### src/hw/rtl/scalar_field_colormap_shader_defines.svh
// ----------------------------------------------------------------------------
// Scalar field colormap shader assertion macros
// Shared property shorthands for the shader's concurrent checks.
// ----------------------------------------------------------------------------
`ifndef SCALAR_FIELD_COLORMAP_SHADER_DEFINES_SVH
`define SCALAR_FIELD_COLORMAP_SHADER_DEFINES_SVH

// Check a condition at every clock edge outside reset.
`define SFCS_ASSERT_ALWAYS(label, cond, msg) \
    label: assert property (@(posedge clk) disable iff (!rst_n) (cond)) else $error(msg);

// Check that an antecedent implies a consequent in the same cycle.
`define SFCS_ASSERT_IMPLY(label, ante, cons, msg) \
    label: assert property (@(posedge clk) disable iff (!rst_n) (ante) |-> (cons)) \
        else $error(msg);

`endif

### src/hw/rtl/sfcs_pkg.sv
// ----------------------------------------------------------------------------
// Scalar field colormap shader package
// Widths, register indexes, payload structs and the smoke scaling table.
// ----------------------------------------------------------------------------
package sfcs_pkg;

    localparam int VALUE_WIDTH     = 32;
    localparam int COLOR_WIDTH     = 8;
    localparam int SMOKE_WIDTH     = 8;
    localparam int NORM_BITS       = COLOR_WIDTH + 2;
    localparam int CFG_INDEX_WIDTH = 2;
    localparam int EPS_LSB         = 7;
    localparam int CMAX            = (1 << COLOR_WIDTH) - 1;
    localparam int SMOKE_FULL      = (1 << SMOKE_WIDTH) - 1;
    localparam int SMOKE_ENTRIES   = 1 << SMOKE_WIDTH;

    typedef enum logic [CFG_INDEX_WIDTH-1:0] {
        CFG_MIN_LEVEL     = 2'd0,
        CFG_MAX_LEVEL     = 2'd1,
        CFG_SHOW_PRESSURE = 2'd2,
        CFG_SHOW_SMOKE    = 2'd3
    } cfg_index_t;

    typedef struct packed {
        logic signed [VALUE_WIDTH-1:0] pressure_value;
        logic [SMOKE_WIDTH-1:0]        smoke_level;
        logic                          solid_cell;
    } in_item_t;

    typedef struct packed {
        logic [COLOR_WIDTH-1:0] red;
        logic [COLOR_WIDTH-1:0] green;
        logic [COLOR_WIDTH-1:0] blue;
    } out_item_t;

    typedef logic [COLOR_WIDTH-1:0] smoke_lut_t [SMOKE_ENTRIES];

    // Smoke density 0..SMOKE_FULL rescaled to channel full scale, rounded down.
    function automatic smoke_lut_t build_smoke_lut();
        smoke_lut_t lut;
        for (int i = 0; i < SMOKE_ENTRIES; i++)
        begin
            lut[i] = COLOR_WIDTH'((i * CMAX) / SMOKE_FULL);
        end
        return lut;
    endfunction

    localparam smoke_lut_t SMOKE_LUT = build_smoke_lut();

endpackage

### src/hw/rtl/scalar_field_colormap_shader.sv
// Throughput: one cell per cycle unless out_ready holds the output stage;
// the restoring divider is unrolled into one stage per bit.
// Stalls collapse bubbles stage by stage, so a held output does not block a free pipe.
// Reset: rst_n clears all valid bits and loads min 0, max 1.0, pressure on, smoke off.
// Config values are not carried with each cell, so a write also affects cells in flight.
// ----------------------------------------------------------------------------
// Scalar field colormap shader
// Maps a Q16.16 pressure cell onto a four-ramp jet colormap with optional
// smoke darkening, smoke grey, or solid/fluid black and white.
// ----------------------------------------------------------------------------
`include "scalar_field_colormap_shader_defines.svh"

module scalar_field_colormap_shader (
    input  logic                                clk,
    input  logic                                rst_n,
    // configuration write port
    input  logic                                cfg_write,
    input  logic [sfcs_pkg::CFG_INDEX_WIDTH-1:0] cfg_index,
    input  logic [sfcs_pkg::VALUE_WIDTH-1:0]     cfg_data,
    // cell input channel
    input  logic                                in_valid,
    output logic                                in_ready,
    input  sfcs_pkg::in_item_t                  in_data,
    // color output channel
    output logic                                out_valid,
    input  logic                                out_ready,
    output sfcs_pkg::out_item_t                 out_data
);
    import sfcs_pkg::*;

    // Internal arithmetic width: pressure plus room for span and epsilon.
    localparam int DW = VALUE_WIDTH + 2;
    // Stages: capture, clamp, offset, fold sign, classify, NORM_BITS divide, ramp.
    localparam int DIV_FIRST = 4;
    localparam int NS        = NORM_BITS + 6;

    typedef enum logic [1:0] {
        NORM_DIV,
        NORM_ZERO,
        NORM_TOP,
        NORM_HALF
    } norm_code_t;

    typedef struct packed {
        norm_code_t             code;
        logic [COLOR_WIDTH-1:0] smoke;
        logic                   solid;
    } tail_t;

    // ------------------------------------------------------------------
    // Configuration registers and values derived from them
    // ------------------------------------------------------------------
    logic signed [VALUE_WIDTH-1:0] min_level_reg;
    logic signed [VALUE_WIDTH-1:0] max_level_reg;
    logic                          show_pressure_reg;
    logic                          show_smoke_reg;

    logic signed [DW-1:0] min_ext;
    logic signed [DW-1:0] max_ext;
    logic signed [DW-1:0] span_next;
    logic signed [DW-1:0] hi_reg;
    logic [DW-1:0]        span_abs_reg;
    logic                 span_neg_reg;
    logic                 span_zero_reg;

    assign min_ext   = DW'(min_level_reg);
    assign max_ext   = DW'(max_level_reg);
    assign span_next = max_ext - min_ext;

    always_ff @(posedge clk or negedge rst_n)
    begin
        if (!rst_n)
        begin
            min_level_reg     <= '0;
            max_level_reg     <= VALUE_WIDTH'(65536);
            show_pressure_reg <= 1'b1;
            show_smoke_reg    <= 1'b0;
        end
        else if (cfg_write)
        begin
            unique case (cfg_index_t'(cfg_index))
                CFG_MIN_LEVEL:     min_level_reg     <= cfg_data;
                CFG_MAX_LEVEL:     max_level_reg     <= cfg_data;
                CFG_SHOW_PRESSURE: show_pressure_reg <= cfg_data[0];
                CFG_SHOW_SMOKE:    show_smoke_reg    <= cfg_data[0];
                default:           ;
            endcase
        end
    end

    // Register the clamp ceiling and span so the cell path sees one add at a time.
    always_ff @(posedge clk)
    begin
        hi_reg        <= max_ext - DW'(EPS_LSB);
        span_neg_reg  <= span_next[DW-1];
        span_zero_reg <= (span_next == '0);
        span_abs_reg  <= span_next[DW-1] ? $unsigned(-span_next) : $unsigned(span_next);
    end

    // ------------------------------------------------------------------
    // Pipeline flow control: a stage loads when empty or when it drains.
    // ------------------------------------------------------------------
    logic [NS-1:0] valid_reg;
    logic [NS-1:0] load;

    assign load[NS-1] = !valid_reg[NS-1] || out_ready;
    for (genvar k = 0; k < NS - 1; k++)
    begin : g_load
        assign load[k] = !valid_reg[k] || load[k+1];
    end

    assign in_ready  = load[0];
    assign out_valid = valid_reg[NS-1];

    always_ff @(posedge clk or negedge rst_n)
    begin
        if (!rst_n)
        begin
            valid_reg <= '0;
        end
        else
        begin
            if (load[0])
            begin
                valid_reg[0] <= in_valid;
            end
            for (int k = 1; k < NS; k++)
            begin
                if (load[k])
                begin
                    valid_reg[k] <= valid_reg[k-1];
                end
            end
        end
    end

    // Side data rides along every stage but the last.
    tail_t tail_reg [NS-1];

    // ------------------------------------------------------------------
    // Stage 0: capture the cell, scale smoke to channel width
    // ------------------------------------------------------------------
    logic signed [VALUE_WIDTH-1:0] p_reg;

    always_ff @(posedge clk)
    begin
        if (load[0])
        begin
            p_reg             <= in_data.pressure_value;
            tail_reg[0].code  <= NORM_DIV;
            tail_reg[0].smoke <= SMOKE_LUT[in_data.smoke_level];
            tail_reg[0].solid <= in_data.solid_cell;
        end
    end

    // ------------------------------------------------------------------
    // Stage 1: clamp to [min, max - epsilon]; the ceiling wins if inverted
    // ------------------------------------------------------------------
    logic signed [DW-1:0] p_ext;
    logic signed [DW-1:0] v_low;
    logic signed [DW-1:0] v_reg;

    assign p_ext = DW'(p_reg);
    assign v_low = (p_ext < min_ext) ? min_ext : p_ext;

    always_ff @(posedge clk)
    begin
        if (load[1])
        begin
            v_reg       <= (v_low > hi_reg) ? hi_reg : v_low;
            tail_reg[1] <= tail_reg[0];
        end
    end

    // ------------------------------------------------------------------
    // Stage 2: offset from the low end
    // ------------------------------------------------------------------
    logic signed [DW-1:0] n_off_reg;

    always_ff @(posedge clk)
    begin
        if (load[2])
        begin
            n_off_reg   <= v_reg - min_ext;
            tail_reg[2] <= tail_reg[1];
        end
    end

    // ------------------------------------------------------------------
    // Stage 3: fold the sign of a negative span into the numerator
    // ------------------------------------------------------------------
    logic signed [DW-1:0] n_abs_reg;

    always_ff @(posedge clk)
    begin
        if (load[3])
        begin
            n_abs_reg   <= span_neg_reg ? -n_off_reg : n_off_reg;
            tail_reg[3] <= tail_reg[2];
        end
    end

    // ------------------------------------------------------------------
    // Stage 4: classify; only 0 < n < span goes through the divider
    // ------------------------------------------------------------------
    logic [DW-1:0]        rem_reg [NORM_BITS+1];
    logic [NORM_BITS-1:0] q_reg   [NORM_BITS+1];
    norm_code_t           code_next;
    tail_t                tail_class;

    always_comb
    begin
        if (span_zero_reg)
        begin
            code_next = NORM_HALF;
        end
        else if (n_abs_reg <= 0)
        begin
            code_next = NORM_ZERO;
        end
        else if ($unsigned(n_abs_reg) >= span_abs_reg)
        begin
            code_next = NORM_TOP;
        end
        else
        begin
            code_next = NORM_DIV;
        end
    end

    // Carry the side data forward with the class code filled in.
    always_comb
    begin
        tail_class      = tail_reg[DIV_FIRST-1];
        tail_class.code = code_next;
    end

    always_ff @(posedge clk)
    begin
        if (load[DIV_FIRST])
        begin
            rem_reg[0]          <= $unsigned(n_abs_reg);
            q_reg[0]            <= '0;
            tail_reg[DIV_FIRST] <= tail_class;
        end
    end

    // ------------------------------------------------------------------
    // Stages 5 .. 4+NORM_BITS: one restoring quotient bit per stage
    // ------------------------------------------------------------------
    for (genvar j = 1; j <= NORM_BITS; j++)
    begin : g_div
        logic [DW-1:0] rem_shift;
        logic          take;

        assign rem_shift = {rem_reg[j-1][DW-2:0], 1'b0};
        assign take      = (rem_shift >= span_abs_reg);

        always_ff @(posedge clk)
        begin
            if (load[DIV_FIRST+j])
            begin
                rem_reg[j]            <= take ? (rem_shift - span_abs_reg) : rem_shift;
                q_reg[j]              <= {q_reg[j-1][NORM_BITS-2:0], take};
                tail_reg[DIV_FIRST+j] <= tail_reg[DIV_FIRST+j-1];
            end
        end
    end

    // ------------------------------------------------------------------
    // Last stage: ramp lookup, smoke shading, output register
    // ------------------------------------------------------------------
    tail_t                  tail_last;
    logic [NORM_BITS-1:0]   u;
    logic [COLOR_WIDTH-1:0] frac;
    logic [COLOR_WIDTH-1:0] full;
    logic [COLOR_WIDTH-1:0] ramp_r;
    logic [COLOR_WIDTH-1:0] ramp_g;
    logic [COLOR_WIDTH-1:0] ramp_b;
    out_item_t              color_next;
    out_item_t              out_data_reg;

    assign tail_last = tail_reg[NS-2];
    assign full      = COLOR_WIDTH'(CMAX);
    assign frac      = u[COLOR_WIDTH-1:0];

    always_comb
    begin
        case (tail_last.code)
            NORM_ZERO: u = '0;
            NORM_TOP:  u = '1;
            NORM_HALF: u = NORM_BITS'(1) << (NORM_BITS - 1);
            default:   u = q_reg[NORM_BITS];
        endcase
    end

    // Four ramps: blue->cyan, cyan->green, green->yellow, yellow->red.
    always_comb
    begin
        case (u[NORM_BITS-1:COLOR_WIDTH])
            2'd0:
            begin
                ramp_r = '0;
                ramp_g = frac;
                ramp_b = full;
            end
            2'd1:
            begin
                ramp_r = '0;
                ramp_g = full;
                ramp_b = full - frac;
            end
            2'd2:
            begin
                ramp_r = frac;
                ramp_g = full;
                ramp_b = '0;
            end
            default:
            begin
                ramp_r = full;
                ramp_g = full - frac;
                ramp_b = '0;
            end
        endcase
    end

    always_comb
    begin
        if (show_pressure_reg)
        begin
            color_next.red   = ramp_r;
            color_next.green = ramp_g;
            color_next.blue  = ramp_b;
            if (show_smoke_reg)
            begin
                // darken each channel by the smoke level, floor at zero
                color_next.red   = (ramp_r > tail_last.smoke) ? ramp_r - tail_last.smoke : '0;
                color_next.green = (ramp_g > tail_last.smoke) ? ramp_g - tail_last.smoke : '0;
                color_next.blue  = (ramp_b > tail_last.smoke) ? ramp_b - tail_last.smoke : '0;
            end
        end
        else if (show_smoke_reg)
        begin
            color_next.red   = tail_last.smoke;
            color_next.green = tail_last.smoke;
            color_next.blue  = tail_last.smoke;
        end
        else if (tail_last.solid)
        begin
            color_next = '0;
        end
        else
        begin
            color_next.red   = full;
            color_next.green = full;
            color_next.blue  = full;
        end
    end

    always_ff @(posedge clk)
    begin
        if (load[NS-1])
        begin
            out_data_reg <= color_next;
        end
    end

    assign out_data = out_data_reg;

    // ------------------------------------------------------------------
    // Assertions
    // ------------------------------------------------------------------
    // An empty output stage must leave the whole pipe free to take a transfer.
    `SFCS_ASSERT_IMPLY(a_ready_when_drained, !out_valid, in_ready,
        "input stalled with an empty output stage")
    // Every jet ramp keeps red or blue at zero; smoke only lowers channels.
    `SFCS_ASSERT_IMPLY(a_ramp_red_blue, out_valid && show_pressure_reg,
        (out_data.red == '0) || (out_data.blue == '0),
        "pressure color has both red and blue lit")
    // Grey, black and white modes give equal channels.
    `SFCS_ASSERT_IMPLY(a_grey_modes, out_valid && !show_pressure_reg,
        (out_data.red == out_data.green) && (out_data.green == out_data.blue),
        "non-pressure color is not grey")
    // An empty capture stage always takes a transfer.
    `SFCS_ASSERT_ALWAYS(a_ready_matches_output, in_ready || valid_reg[0],
        "input stalled while the capture stage is empty")

endmodule
### config.mk
export PLATFORM = sky130hd
export DESIGN_NAME = scalar_field_colormap_shader
export DESIGN_NICKNAME = d
export VERILOG_FILES = /design/src/hw/rtl/sfcs_pkg.sv /design/src/hw/rtl/scalar_field_colormap_shader.sv
export VERILOG_INCLUDE_DIRS = /design/src /design/src/hw/rtl
export SDC_FILE = /design/constraint.sdc
export NUM_CORES = 2
export LEC_CHECK = 0
export BUFFER_PORTS_ARGS = -buffer_cell sky130_fd_sc_hd__buf_4
export CAP_MARGIN = 20
export CORE_MARGIN = 2
export CORE_UTILIZATION = 45
export DETAILED_ROUTE_END_ITERATION = 16
export HOLD_SLACK_MARGIN = 0.08
export PLACE_DENSITY = 0.56
export RECOVER_POWER = 50
export SLEW_MARGIN = 40
export SYNTH_ARGS = -nofsm -noshare
export SYNTH_HDL_FRONTEND = slang
export SYNTH_SLANG_ARGS = --single-unit
### constraint.sdc
create_clock -name clk -period 14.8 [get_ports clk]
set_input_delay 0.74 -clock clk [delete_from_list [all_inputs] [get_ports clk]]
set_output_delay 0.74 -clock clk [all_outputs]
set_load 0.02 [all_outputs]
# Yosys cells after proc, flatten, opt, wreduce, memory -nomap -nowiden
# Memory sizes are Yosys's and may differ from the RTL's.
# Index checks and enable logic that the tools add are counted.
dict set report classes {
  muxes 60
  n_bitwise 1
  magnitude_cmp 18
  add_sub_neg 19
  reduce_logical 41
  n_eq_ne 8
}
# op n
set ops {}
lappend ops {{34-bit two-way mux} 13}
lappend ops {{34-bit >= comparator} 11}
lappend ops {{34-bit subtractor} 10}
lappend ops {{24-bit two-way mux} 4}
lappend ops {{8-bit one-hot mux with 2 select lines} 3}
lappend ops {{8-bit two-way mux} 5}
lappend ops {{34-bit by 33-bit > comparator with 1-bit output} 1}
lappend ops {{34-bit by 1-bit less-or-equal comparator with 1-bit output, second input constant} 1}
lappend ops {{34-bit logical NOT} 1}
lappend ops {{33-bit negation with 34-bit output} 1}
lappend ops {{34-bit negation} 1}
lappend ops {{34-bit by 32-bit subtractor with 34-bit output} 1}
lappend ops {{33-bit two-way mux} 1}
lappend ops {{32-bit by 32-bit subtractor with 33-bit output} 1}
lappend ops {{32-bit by 4-bit subtractor with 33-bit output, second input constant} 1}
lappend ops {{32-bit < comparator} 1}
lappend ops {{1-bit two-way mux} 30}
lappend ops {{10-bit one-hot mux with 3 select lines} 1}
lappend ops {{8-bit > comparator} 3}
lappend ops {{8-bit subtractor} 3}
lappend ops {{1-bit logical NOT} 16}
lappend ops {{1-bit logical OR} 16}
lappend ops {{2-bit equality test, second input constant} 5}
lappend ops {{9-bit >= comparator, second input constant} 1}
lappend ops {{other kinds (7)} 16}
dict set report totals {
  regBits 309
  ramBits 649
  memories 4
  mem_bits_ro 2048
  input_bits 80
}
# memory depth word_bits rd rd_clocked_by_memory_dff wr line
set memory_table {}
lappend memory_table {{(no name shown)} 256 8 1 0 0 scalar_field_colormap_shader.sv:151} ;# tail_reg[0].smoke <= SMOKE_LUT[in_data.smoke_level];
lappend memory_table {rem_reg 11 34 10 0 11 scalar_field_colormap_shader.sv:206} ;# logic [DW-1:0] rem_reg [NORM_BITS+1];
lappend memory_table {tail_reg 15 11 15 0 15 scalar_field_colormap_shader.sv:138} ;# tail_t tail_reg [NS-1];
lappend memory_table {q_reg 11 10 11 0 11 scalar_field_colormap_shader.sv:207} ;# logic [NORM_BITS-1:0] q_reg [NORM_BITS+1];

# Longest topological paths before layout
dict set report depth {
  depth_word 19
  depth_mapped 25
}

# Least setup slack after synthesis
# OpenSTA, ideal clock, no wires.
dict set report synth_timing {
  path_type {input to register}
  start {input port out_ready}
  end {register p_reg[0], enable pin}
  arrival_time_ps 5302
  path_stages 9
  slack_ps 8692
  t_required_ps 13994
  path_cell_list {nor2b_1 -> nand2_1 -> nor2_1 -> and2_1 -> and3_1 -> and3_1 -> nand3_1 -> nor2_1 -> nand4_1}
}
dict set report synth_between {
  elab_chain_cells 16
}
# element line
set synth_rtl {}
lappend synth_rtl {{from (decl)} scalar_field_colormap_shader.sv:26} ;# input logic out_ready,
lappend synth_rtl {{1-bit logical OR} scalar_field_colormap_shader.sv:106} ;# assign load[NS-1] = !valid_reg[NS-1] || out_ready;
lappend synth_rtl {{1-bit logical OR} scalar_field_colormap_shader.sv:109} ;# assign load[k] = !valid_reg[k] || load[k+1];
lappend synth_rtl {{named net load[14]} scalar_field_colormap_shader.sv:104} ;# logic [NS-1:0] load;
lappend synth_rtl {{1-bit logical OR (10 in series)} scalar_field_colormap_shader.sv:109}
lappend synth_rtl {{named net load[4]} scalar_field_colormap_shader.sv:104}
lappend synth_rtl {{1-bit logical OR (4 in series)} scalar_field_colormap_shader.sv:109}
lappend synth_rtl {{named net in_ready} scalar_field_colormap_shader.sv:22} ;# output logic in_ready,
lappend synth_rtl {{to (signal assigned)} scalar_field_colormap_shader.sv:149} ;# p_reg <= in_data.pressure_value;
lappend synth_rtl {{to (decl)} scalar_field_colormap_shader.sv:143} ;# logic signed [VALUE_WIDTH-1:0] p_reg;
# The timed path passes the listed nets, and every way through them passes these cells.
# A chain may end at the register's enable or synchronous reset.

# Worst setup path in the final report
dict set report layout_timing {
  start {register min_level_reg[1]}
  end {register v_reg[10], data pin}
}
dict set report layout_between {
  elab_chain_cells 4
}
# element line
set layout_rtl {}
lappend layout_rtl {{from (decl)} scalar_field_colormap_shader.sv:53} ;# logic signed [VALUE_WIDTH-1:0] min_level_reg;
lappend layout_rtl {{from (signal assigned)} scalar_field_colormap_shader.sv:82} ;# CFG_MIN_LEVEL: min_level_reg <= cfg_data;
lappend layout_rtl {{32-bit < comparator} scalar_field_colormap_shader.sv:164} ;# assign v_low = (p_ext < min_ext) ? min_ext : p_ext;
lappend layout_rtl {{34-bit two-way mux *} scalar_field_colormap_shader.sv:164}
lappend layout_rtl {{34-bit by 33-bit > comparator with 1-bit output} scalar_field_colormap_shader.sv:170} ;# v_reg <= (v_low > hi_reg) ? hi_reg : v_low;
lappend layout_rtl {{34-bit two-way mux *} scalar_field_colormap_shader.sv:170}
lappend layout_rtl {{to (signal assigned)} scalar_field_colormap_shader.sv:170}
lappend layout_rtl {{to (decl)} scalar_field_colormap_shader.sv:161} ;# logic signed [DW-1:0] v_reg;
# Mark *: on every way between the ends. The rest lies on a longest branch, timed or not.

==> flow_summary.yaml <==
run_status:
  status: "complete, but fails checks"
  violations: "max-capacitance violations, max-slew violations"
die:
  die_y_um: 352.2
  die_w_um: 352.2
  ios: 106
  row_count: 127
  start_util_pct: 45.42
  die-area_mm2: 0.1241
  coreArea_mm2: 0.1201
min_path:
  whs_path_depth: 2
  hp-class: "in2reg"
  min_from: "in_valid"
  holdPathEnd: "valid_reg[0]"
logic_synthesis:
  synth_top_area_share_pct: 38.47
  synth_area_leaders: "edfxtp_1, ha_1, mux2_2, dfrtp_1, xnor2_1"
  netlist_instances: 5189
  synth_ff_type: "edfxtp_1"
  ys_ff_latch: 850
  ys_types: 85
  netlist_area_mm2: 0.05456
  synth_largest_area_cell: "edfxtp_1"
  syn_avg_cell_area_um2: 10.52
  synth_warnings: 0
  ys_seq_area_share_pct: 44.77
  syn-num-nets: 5817
  async_flop_share_pct: 9.647
  synth-edff-count: 699
layout:
  area_delta_synth_final_pct: 10.56
  drive_gt1_share_pct: 9.461
  largest_register_ffs: 330
  fin_nets: 5944
  final_common_cell: "edfxtp_1"
  layout_common_cells: "edfxtp_1, ha_1, nand2_1"
  fillers: 10998
  multi_input_area_mm2: 0.02888
  diodes: 0
  area.sequential_mm2: 0.02443
setup_path:
  critPathMaxFanout: 33
  crit_type: "reg2reg"
  ff2ff_path_depth: 20
  cp-end-kind: "flop"
  crit_arrival_ps: 7260
  crit_buf_inv: 2
  r2r_end: "v_reg[10]"
  cp-start-kind: "flop"
  cp_slowest_stage_delay_ps: 690
  crit_family: "compound AO/OA/AOI/OAI gates"
  r2r_start: "min_level_reg[1]"
  cp.required_ps: 15220
  crit_slowest_cell: "nor4_1"
  crit_chain: "inv_1 > ha_1 > a21o_1 > a21o_1 > a21oi_1 > o21ai_0 > a31oi_1 > o22ai_1 > mux2i_4 > buf_4 > mux2_2 > ha_1 > nand4_1 > or2_2 > nor4_1 > a21oi_1 > o221a_2 > o21ai_0 > a31o_4 > mux2_2"
  reg2reg_slack_ps: 7960
timing:
  rsz0062_at_grt: "false"
  tightest_slew_ps: 3227
  clock.fmax_ghz: 0.1463
  fin_crit_ps: 6836
  finalHoldViolCount: 0
  fin_setup_tns_ps: 0
  finClkSkew_ps: 22.43
  setup_viol: 0
  slew_violations: 521
  timing.slew.headroom_pct: -115.2
  timing.final.crit_share_pct: 46.19
drt:
  first_pass_iters: 6
  wl_per_cell_um: 19.05
  drt-total-wl_um: 133600
  postRouteAntennaNets: 0
  drc: 0
  vias_per_cell: 5.616
  via_count: 39386
  first_iter_violations: 1965
global_route:
  gr-total-overflow: 0
  grt_max_degree: 66
  grt_pass1_wl_um: 211800
  grt_use_total_pct: 21.27
  grt_pass1_vias: 40078
  antenna_found_initial: 0
placement:
  routabilityCongestion: 0.8948
  dp_hpwl_um: 105100
  portBuffers: 105
clocking:
  root_buffer: "clkbuf_16"
  cts_max_path_buffers: 3
  cts_tree: "yes"
  cts_buffers: 98
  cts.clk_slew.worst_paths_ps: 60
  clock-sinks: 850
  htreeDepth: 3
  postCtsResizedCells: 0
  worstSkewPairLatency_ps: 680
flow_run:
  max_cap_viol_count: 12
## logic make-up after synthesis
logic type               share of synthesized area (%)
AND/OR/NAND/NOR                                  12.21
other                                         0.006873
buffers and inverters                            2.490
multiplexers                                     4.563
flip-flops                                       44.77
AO/OA/AOI/OAI                                    17.14
adder cells (fa/ha/maj)                          12.76
XOR/XNOR                                         6.068
## worst register-to-register path: stages (launching register included)
cell     delay (ps)
dfrtp_1         410
inv_1           170
ha_1            260
a21o_1          160
a21o_1          170
a21oi_1         180
o21ai_0         180
a31oi_1         490
o22ai_1         290
mux2i_4         330
buf_4           440
mux2_2          420
ha_1            300
nand4_1         100
or2_2           340
nor4_1          690
a21oi_1         240
o221a_2         180
o21ai_0         190
a31o_4          600
mux2_2          430
## metal layers
layer | global-route usage [%] | vias to the layer above | share of wire (%) | routed length, um
li1 | - | 19728 | - | -
met3 | 2.530 | 287 | 3.3 | 4387
met5 | 0 | - | 0 | 0
met2 | 38.78 | 754 | 50 | 67430
met1 | 24.74 | 18617 | 41 | 55130
met4 | 10.07 | 0 | 5.0 | 6671
## per-stage QoR
step / instance area [um^2] / worst slack [ps] / util, % / hold WS [ps] / cells
detailed placement: 57380 / 7846 / 47.77 / 404.5 / 6827
floorplan: 54560 / 8692 / - / 400.3 / 5189
finish: 60330 / 7964 / 50.22 / 257.1 / 7013
global route: 60330 / 7668 / 50.22 / 217.6 / 7013
CTS: 60540 / 7831 / 50.39 / 183.3 / 7013
global placement: 57330 / 7498 / 47.72 / 400.8 / 6827
## worst max-delay path by stage
stage	from	end	slack, ps	depth (start not counted)
after floorplan	out_ready	p_reg[0]	8690	9
after global routing	min_level_reg[17]	v_reg[7]	7670	21
final	min_level_reg[1]	v_reg[10]	7960	20
after detailed placement	min_level_reg[1]	v_reg[17]	7850	20
after global placement	min_level_reg[1]	v_reg[5]	7500	20
after CTS	min_level_reg[1]	v_reg[10]	7830	20
## layout make-up
class,instances,share of cell area [%]
timing repair buffer,155,1.641
multi-input combinational,3981,47.87
inverter,230,1.437
clock inverter,52,0.7052
clock buffer,133,4.507
sequential,850,40.49
tap,1612,3.343
## synthesized netlist by cell type (all sizes together), types with 38 or more instances
cell type and n:
a211oi 45, a21o 225, a21oi 372, a31oi 38, and2 38, and3 49, clkbuf 108, dfrtp 80
dfxtp 69, edfxtp 699, ha 534, inv 229, mux2 206, nand2 414, nand2b 83, nand3 88
nand4 84, nor2 317, nor2b 70, nor3 103, o21a 68, o21ai 372, o21bai 50, o31ai 45
xnor2 218, xor2 160
## what timing repair did
item / CTS / global route
hold buffers: 1 / 0
setup buffers: 0 / 0
endpoints found under the hold margin: 30 / 0
Power is left out: the tool's default activity adds up to more than one toggle a clock period on the data nets, which glitch-free logic cannot reach.
